**src/rtl/core/fcr_pkg.sv**
```systemverilog
// Package for the framed command receiver: payload structs, state and
// configuration types, register indexes, reset values and the gain decode.
// No dependencies.
package fcr_pkg;

  typedef enum logic [1:0] {
    OP_BYTE  = 2'd0,
    OP_ERROR = 2'd1,
    OP_TICK  = 2'd2,
    OP_NONE  = 2'd3
  } opcode_e;

  typedef enum logic [1:0] {
    PH_PREAMBLE = 2'd0,
    PH_DATA     = 2'd1,
    PH_TERM     = 2'd2
  } phase_e;

  localparam logic [1:0] CFG_PREAMBLE   = 2'd0;
  localparam logic [1:0] CFG_TERMINATOR = 2'd1;
  localparam logic [1:0] CFG_TIMEOUT    = 2'd2;

  localparam int unsigned CfgIdxW  = 2;
  localparam int unsigned CfgDataW = 16;

  localparam logic [7:0]  PreambleRst   = 8'h24;
  localparam logic [7:0]  TerminatorRst = 8'h0A;
  localparam logic [15:0] TimeoutRst    = 16'd50;

  localparam logic [7:0]  CmdLedOff = 8'h00;
  localparam logic [7:0]  CmdLedOn  = 8'h01;
  localparam logic [7:0]  CmdGain2  = 8'h02;
  localparam logic [7:0]  CmdGain4  = 8'h04;
  localparam logic [7:0]  CmdGain8  = 8'h08;
  localparam logic [7:0]  CmdGain16 = 8'h10;

  localparam logic [1:0] GAIN_X2  = 2'd0;
  localparam logic [1:0] GAIN_X4  = 2'd1;
  localparam logic [1:0] GAIN_X8  = 2'd2;
  localparam logic [1:0] GAIN_X16 = 2'd3;

  localparam logic [15:0] IdleMax = 16'hFFFF;

  typedef struct packed {
    logic [1:0] opcode;
    logic [7:0] rx_byte;
  } in_t;

  typedef struct packed {
    logic       frame_done;
    logic [7:0] command;
    logic       led_on;
    logic [1:0] gain_code;
    logic       gain_updated;
    logic       in_frame;
    logic       timed_out;
  } out_t;

  typedef struct packed {
    phase_e      phase;
    logic [7:0]  held_data;
    logic [15:0] idle_count;
    logic        led_level;
    logic [1:0]  gain_select;
  } state_t;

  typedef struct packed {
    logic [7:0]  preamble_byte;
    logic [7:0]  terminator_byte;
    logic [15:0] timeout_ticks;
  } cfg_t;

  function automatic logic [1:0] gain_of_command(input logic [7:0] cmd);
    logic [1:0] g;
    unique case (cmd)
      CmdGain2:  g = GAIN_X2;
      CmdGain4:  g = GAIN_X4;
      CmdGain8:  g = GAIN_X8;
      CmdGain16: g = GAIN_X16;
      default:   g = GAIN_X16;
    endcase
    return g;
  endfunction

endpackage

```
**src/rtl/core/framed_command_receiver_top.sv**
```systemverilog
// Top level of the framed command receiver: input register, state,
// configuration registers and result register.
// Depends on fcr_pkg and fcr_decode.
//
// Each input transaction (received byte, line error, millisecond tick or
// no-op) yields exactly one result transaction. A transaction is captured
// in the input register, decoded against the frame state combinationally
// and written to the result register, so the block takes one transaction
// per cycle while the output is not stalled. The input side keeps
// accepting while a result waits, up to one transaction held in each
// register. Configuration registers (preamble, terminator, timeout) are to
// be written through cfg_we_i only while no transaction is in flight; the
// block does not enforce this. Writes to index 3 are ignored.
module framed_command_receiver_top import fcr_pkg::*; (
  input  logic                clk_i,
  input  logic                rst_ni,
  input  logic                in_valid_i,
  output logic                in_ready_o,
  input  in_t                 in_data_i,
  output logic                out_valid_o,
  input  logic                out_ready_i,
  output out_t                out_data_o,
  input  logic                cfg_we_i,
  input  logic [CfgIdxW-1:0]  cfg_addr_i,
  input  logic [CfgDataW-1:0] cfg_wdata_i
);

  cfg_t   cfg_q;
  state_t st_q, st_d;
  in_t    item_q;
  logic   item_vld_q;
  out_t   res_q, res_d;
  logic   res_vld_q;
  logic   advance;

  assign advance    = item_vld_q && (!res_vld_q || out_ready_i);
  assign in_ready_o = !item_vld_q || advance;

  fcr_decode u_decode (
    .st_i   (st_q),
    .cfg_i  (cfg_q),
    .item_i (item_q),
    .st_o   (st_d),
    .res_o  (res_d)
  );

  always_ff @(posedge clk_i or negedge rst_ni) begin
    if (!rst_ni) begin
      cfg_q.preamble_byte   <= PreambleRst;
      cfg_q.terminator_byte <= TerminatorRst;
      cfg_q.timeout_ticks   <= TimeoutRst;
    end else if (cfg_we_i) begin
      unique case (cfg_addr_i)
        CFG_PREAMBLE:   cfg_q.preamble_byte   <= cfg_wdata_i[7:0];
        CFG_TERMINATOR: cfg_q.terminator_byte <= cfg_wdata_i[7:0];
        CFG_TIMEOUT:    cfg_q.timeout_ticks   <= cfg_wdata_i;
        default: begin
        end
      endcase
    end
  end

  always_ff @(posedge clk_i or negedge rst_ni) begin
    if (!rst_ni) begin
      st_q.phase       <= PH_PREAMBLE;
      st_q.held_data   <= '0;
      st_q.idle_count  <= '0;
      st_q.led_level   <= 1'b0;
      st_q.gain_select <= GAIN_X16;
    end else if (advance) begin
      st_q <= st_d;
    end
  end

  always_ff @(posedge clk_i or negedge rst_ni) begin
    if (!rst_ni) begin
      item_vld_q <= 1'b0;
      res_vld_q  <= 1'b0;
    end else begin
      if (in_ready_o) begin
        item_vld_q <= in_valid_i;
      end
      if (advance) begin
        res_vld_q <= 1'b1;
      end else if (out_ready_i) begin
        res_vld_q <= 1'b0;
      end
    end
  end

  always_ff @(posedge clk_i) begin
    if (in_ready_o && in_valid_i) begin
      item_q <= in_data_i;
    end
    if (advance) begin
      res_q <= res_d;
    end
  end

  assign out_valid_o = res_vld_q;
  assign out_data_o  = res_q;

endmodule

```
**src/rtl/core/fcr_decode.sv**
```systemverilog
// Next-state and result logic for one receiver transaction.
// Depends on fcr_pkg.
module fcr_decode import fcr_pkg::*; (
  input  state_t st_i,
  input  cfg_t   cfg_i,
  input  in_t    item_i,
  output state_t st_o,
  output out_t   res_o
);

  logic [15:0] idle_inc;
  logic        done;
  logic        gain_upd;
  logic        tmo;

  assign idle_inc = (st_i.idle_count == IdleMax) ? st_i.idle_count
                                                 : st_i.idle_count + 16'd1;

  always_comb begin
    st_o     = st_i;
    done     = 1'b0;
    gain_upd = 1'b0;
    tmo      = 1'b0;
    unique case (opcode_e'(item_i.opcode))
      OP_BYTE: begin
        st_o.idle_count = '0;
        unique case (st_i.phase)
          PH_DATA: begin
            st_o.held_data = item_i.rx_byte;
            st_o.phase     = PH_TERM;
          end
          PH_TERM: begin
            if (item_i.rx_byte == cfg_i.terminator_byte) begin
              done = 1'b1;
              if (st_i.held_data == CmdLedOn) begin
                st_o.led_level = 1'b1;
              end else if (st_i.held_data == CmdLedOff) begin
                st_o.led_level = 1'b0;
              end else begin
                st_o.gain_select = gain_of_command(st_i.held_data);
                gain_upd         = 1'b1;
              end
            end
            st_o.phase = PH_PREAMBLE;
          end
          default: begin
            st_o.phase = (item_i.rx_byte == cfg_i.preamble_byte) ? PH_DATA : PH_PREAMBLE;
          end
        endcase
      end
      OP_ERROR: begin
        st_o.phase = PH_PREAMBLE;
      end
      OP_TICK: begin
        st_o.idle_count = idle_inc;
        if (st_i.phase != PH_PREAMBLE && idle_inc > cfg_i.timeout_ticks) begin
          st_o.phase = PH_PREAMBLE;
          tmo        = 1'b1;
        end
      end
      default: begin
      end
    endcase
  end

  assign res_o.frame_done   = done;
  assign res_o.command      = st_o.held_data;
  assign res_o.led_on       = st_o.led_level;
  assign res_o.gain_code    = st_o.gain_select;
  assign res_o.gain_updated = gain_upd;
  assign res_o.in_frame     = (st_o.phase != PH_PREAMBLE);
  assign res_o.timed_out    = tmo;

endmodule

```
**config.mk**
```make
export PLATFORM = sky130hd
export DESIGN_NAME = framed_command_receiver_top
export DESIGN_NICKNAME = d
export VERILOG_FILES = /design/src/rtl/core/fcr_pkg.sv /design/src/rtl/core/framed_command_receiver_top.sv /design/src/rtl/core/fcr_decode.sv
export SDC_FILE = /design/constraint.sdc
export NUM_CORES = 1
export LEC_CHECK = 0
export BUFFER_PORTS_ARGS = -buffer_cell sky130_fd_sc_hd__buf_2
export CORE_ASPECT_RATIO = 1.75
export CORE_UTILIZATION = 30
export CTS_BUF_LIST = sky130_fd_sc_hd__clkbuf_2 sky130_fd_sc_hd__clkbuf_4 sky130_fd_sc_hd__clkbuf_8
export DETAILED_ROUTE_END_ITERATION = 7
export PLACE_DENSITY = 0.49
export SLEW_MARGIN = 20
export SYNTH_ARGS = -nofsm -noshare
export SYNTH_HDL_FRONTEND = slang
export SYNTH_SLANG_ARGS = --single-unit
export TNS_END_PERCENT = 30
```
**constraint.sdc**
```tcl
create_clock -name clk_i -period 6.3 [get_ports clk_i]
set_input_delay 0.63 -clock clk_i [delete_from_list [all_inputs] [get_ports clk_i]]
set_output_delay 0.63 -clock clk_i [all_outputs]
set_load 0.02 [all_outputs]
```
==> results.toml <==
[clock_network]
post_cts_buffers = 0
root_buffer = "clkbuf_8"
clkLatencyLatePin_ns = 0.36
tritoncts = "built"
cts_buffers = 9
post_cts_resized = 0
htreeDepth = 3
clock_path_buffers = 2
postCtsHoldBufs = 0
clk_pin_slew_worst_paths_ns = 0.09
clock_sinks = 88

[timing]
max_clock_freq_ghz = 0.272
rsz0062_at_grt = "false"
slew_headroom_pct = 42.2
skew_ns = 0.00993
worst_slack_ns = 2.62
period_minus_slack_ns = 3.68
hold_viol_final = 0
tightest_slew_ns = 0.866
setup-tns-final_ns = 0
finalSetupViolCount = 0
drv_slew = 0
period_share_pct = 58.4

[grt]
first_global_vias = 3313
grt_overflow = 0
grt_use_total_pct = 14.5
grt_max_degree = 64
grt_pass1_wl_mm = 16.9
antenna_found_initial = 0

[placed_design]
gp_congestion = 0.805
io_buffers = 49
hpwl_mm = 8.15
dp_slack_ns = 2.65

[power]
combPwrFrac_pct = 25.9
pwr-share-seq_pct = 49.0
p_int_uw = 1110
p_sw_uw = 521
p_clk_share_pct = 25.2
power.density_nw_per_um2 = 313
swShare_pct = 31.9
p_leak_uw = 0.00230
ir_drop_mv = 0.129

[setup_path]
crit_required_ns = 6.40
crit_slowest_cell = "nor4_4"
critPathCaptureType = "flop"
critPathMaxStageDelay_ns = 0.51
cp_common_cell = "ha_1"
cp-start-kind = "flop"
crit_path_max_fanout = 12
path_delay_family = "simple AND/OR/NAND/NOR gates"
path_buf_inv = 0
cp_cell_sequence = "ha_1, nand2_1, nor4_4, and2_1, nor3_1, xnor2_1, ha_1, nand4_1, a2111oi_0, o31a_1, o21ai_0"
r2r_slack_ns = 2.62
critical_path_class = "reg2reg"
worstPathArrival_ns = 3.78

[final_layout]
multiInputGateArea_um2 = 2090
final_nets = 504
area_delta_synth_final_pct = 13.9
drive_above_1_share_pct = 29.0
fillers = 1542
antenna_cells = 0
seqCellArea_um2 = 2340

[yosys]
seq_area_frac_synth_pct = 51.0
avgSynthCellArea_um2 = 11.4
ys_ff_latch = 88
syn_nets = 456
syn_inst = 402
ys_types = 57
synth_ff_type = "dfrtp_1"
ys_warn_count = 0
synth_edf_count = 25
async_flop_share_pct = 71.6
synth_area_um2 = 4590

[min_path]
min_path_type = "in2async"

[flow_run]
cap_violations = 0

[routing]
firstDrtPassIters = 4
detail_route.wl_per_cell_um = 16.7
routed_wl_mm = 10.6
via_count = 3179
drt_iter0_markers = 136
route.detailed.drc = 0
viasPerCell = 4.98
ant_nets = 0

[floorplanning]
num_rows = 59
core_area_um2 = 14900
initial_utilization_pct = 30.8
num_io_pins = 50
die_w_um = 95.5
die_h_um = 166
die-area_um2 = 15800

[status]
status = "finished clean"
stage by stage:
step                area [µm²]  total power (µW)  util (%)  hold slack [ns]  instances
global route              5220              1730      35.0            0.428        638
floorplan                 4590              1110         -            0.334        402
global placement          5010              1230      33.6            0.470        622
detailed placement        5010              1240      33.6            0.477        622
CTS                       5220              1660      35.0            0.425        638
finish                    5220              1630      35.0            0.434        638
worst paths after layout:
kind                         startpoint            end  depth (start not counted)
min reg2reg                     st_q[2]        st_q[2]                          1
max                             st_q[3]  out_data_o[1]                         11
min                              rst_ni      cfg_q[25]                          2
min in group clk_i         in_data_i[1]      item_q[1]                          1
max reg2reg                     st_q[3]  out_data_o[1]                         11
max in group asynchronous        rst_ni       st_q[26]                          2
synthesized netlist by cell type, types with 2 or more instances:
master | count | area, µm²
or3_1 | 3 | 18.8
clkbuf_1 | 10 | 37.5
and2_1 | 4 | 25.0
o21ai_0 | 7 | 35.0
ha_1 | 21 | 263
inv_1 | 27 | 101
a21oi_1 | 26 | 130
o41ai_1 | 2 | 17.5
dfstp_2 | 9 | 236
nor2_1 | 12 | 45.0
o21a_1 | 2 | 15.0
mux2_1 | 4 | 45.0
nand3b_1 | 4 | 30.0
or4_1 | 2 | 15.0
nor2b_1 | 2 | 12.5
mux2_2 | 43 | 484
and4_1 | 2 | 17.5
edfxtp_1 | 25 | 751
nand2b_1 | 4 | 25.0
nand4_1 | 7 | 43.8
dfrtp_1 | 54 | 1350
a21o_1 | 3 | 22.5
nor4_1 | 5 | 31.3
or4_4 | 2 | 22.5
nand3_1 | 11 | 55.1
o31ai_1 | 5 | 37.5
a31oi_1 | 3 | 18.8
nor3_1 | 5 | 25.0
xnor2_1 | 20 | 175
nor3_2 | 2 | 20.0
xor2_1 | 8 | 70.1
nand4_4 | 2 | 42.5
o21ai_1 | 3 | 15.0
nand2_1 | 40 | 150
layout by cell type (no fill, tap or decap), drive strengths merged, types with 2 or more instances in the layout:
| master | netlist | routed |
|---|---|---|
| edfxtp | 25 | 25 |
| clkbuf | 11 | 11 |
| o21ai | 10 | 10 |
| a31oi | 3 | 3 |
| or4 | 4 | 4 |
| nand3b | 4 | 4 |
| nand2b | 4 | 4 |
| xnor2 | 20 | 20 |
| a21o | 3 | 3 |
| a21oi | 26 | 26 |
| o41ai | 2 | 2 |
| nand2 | 40 | 40 |
| xor2 | 8 | 8 |
| nor4 | 7 | 7 |
| nand3 | 11 | 11 |
| dfstp | 9 | 9 |
| mux2 | 47 | 47 |
| inv | 27 | 28 |
| nand4 | 10 | 10 |
| nor2 | 13 | 13 |
| nor3 | 7 | 7 |
| and2 | 4 | 4 |
| dfrtp | 54 | 54 |
| o21a | 2 | 2 |
| and4 | 2 | 2 |
| o311ai | 2 | 2 |
| clkinv | 1 | 3 |
| or3 | 3 | 3 |
| buf | 2 | 50 |
| nor2b | 2 | 2 |
| o31ai | 5 | 5 |
| ha | 21 | 21 |
layer usage:
| layer | vias up | track usage (%) | share of wire, % |
|---|---|---|---|
| met5 | - | 0 | 0 |
| met4 | 0 | 6.72 | 2.1 |
| met1 | 1585 | 14.7 | 37 |
| met3 | 10 | 2.11 | 2.2 |
| met2 | 53 | 28.1 | 59 |
| li1 | 1531 | - | - |
state kept, by name, summed over array words and instances (netlist names):
name         flops
cfg_q           32
st_q            29
out_data_o      15
item_q          10
item_vld_q       1
out_valid_o      1
power groups by stage:
| stage | logic [µW] | registers [µW] | clock network [µW] |
|---|---|---|---|
| 3_3_place_gp | 423 | 810 | 0 |
| 4_1_cts | 431 | 801 | 426 |
| 5_1_grt | 473 | 814 | 446 |
| 2_1_floorplan | 300 | 810 | 0 |
| 3_5_place_dp | 428 | 813 | 0 |
| 6_report | 422 | 799 | 411 |
kinds of logic after synthesis:
kind of cell    after synthesis  synth area share [%]
compound gates               62                  8.35
xor+xnor                     28                  5.35
fa+ha+maj                    21                  5.73
buf+inv                      41                  3.52
flops                        88                  51.0
mux                          48                  11.8
simple gates                114                  14.3
area by class of cell:
cell class | count | share of cell area (%)
Multi-Input combinational cell | 273 | 40.0
Timing Repair Buffer | 50 | 4.84
Sequential cell | 88 | 44.8
Inverter | 28 | 2.04
Clock buffer | 11 | 2.78
Tap cell | 183 | 4.38
Clock inverter | 5 | 1.22
(Power assumes the default switching activity.)
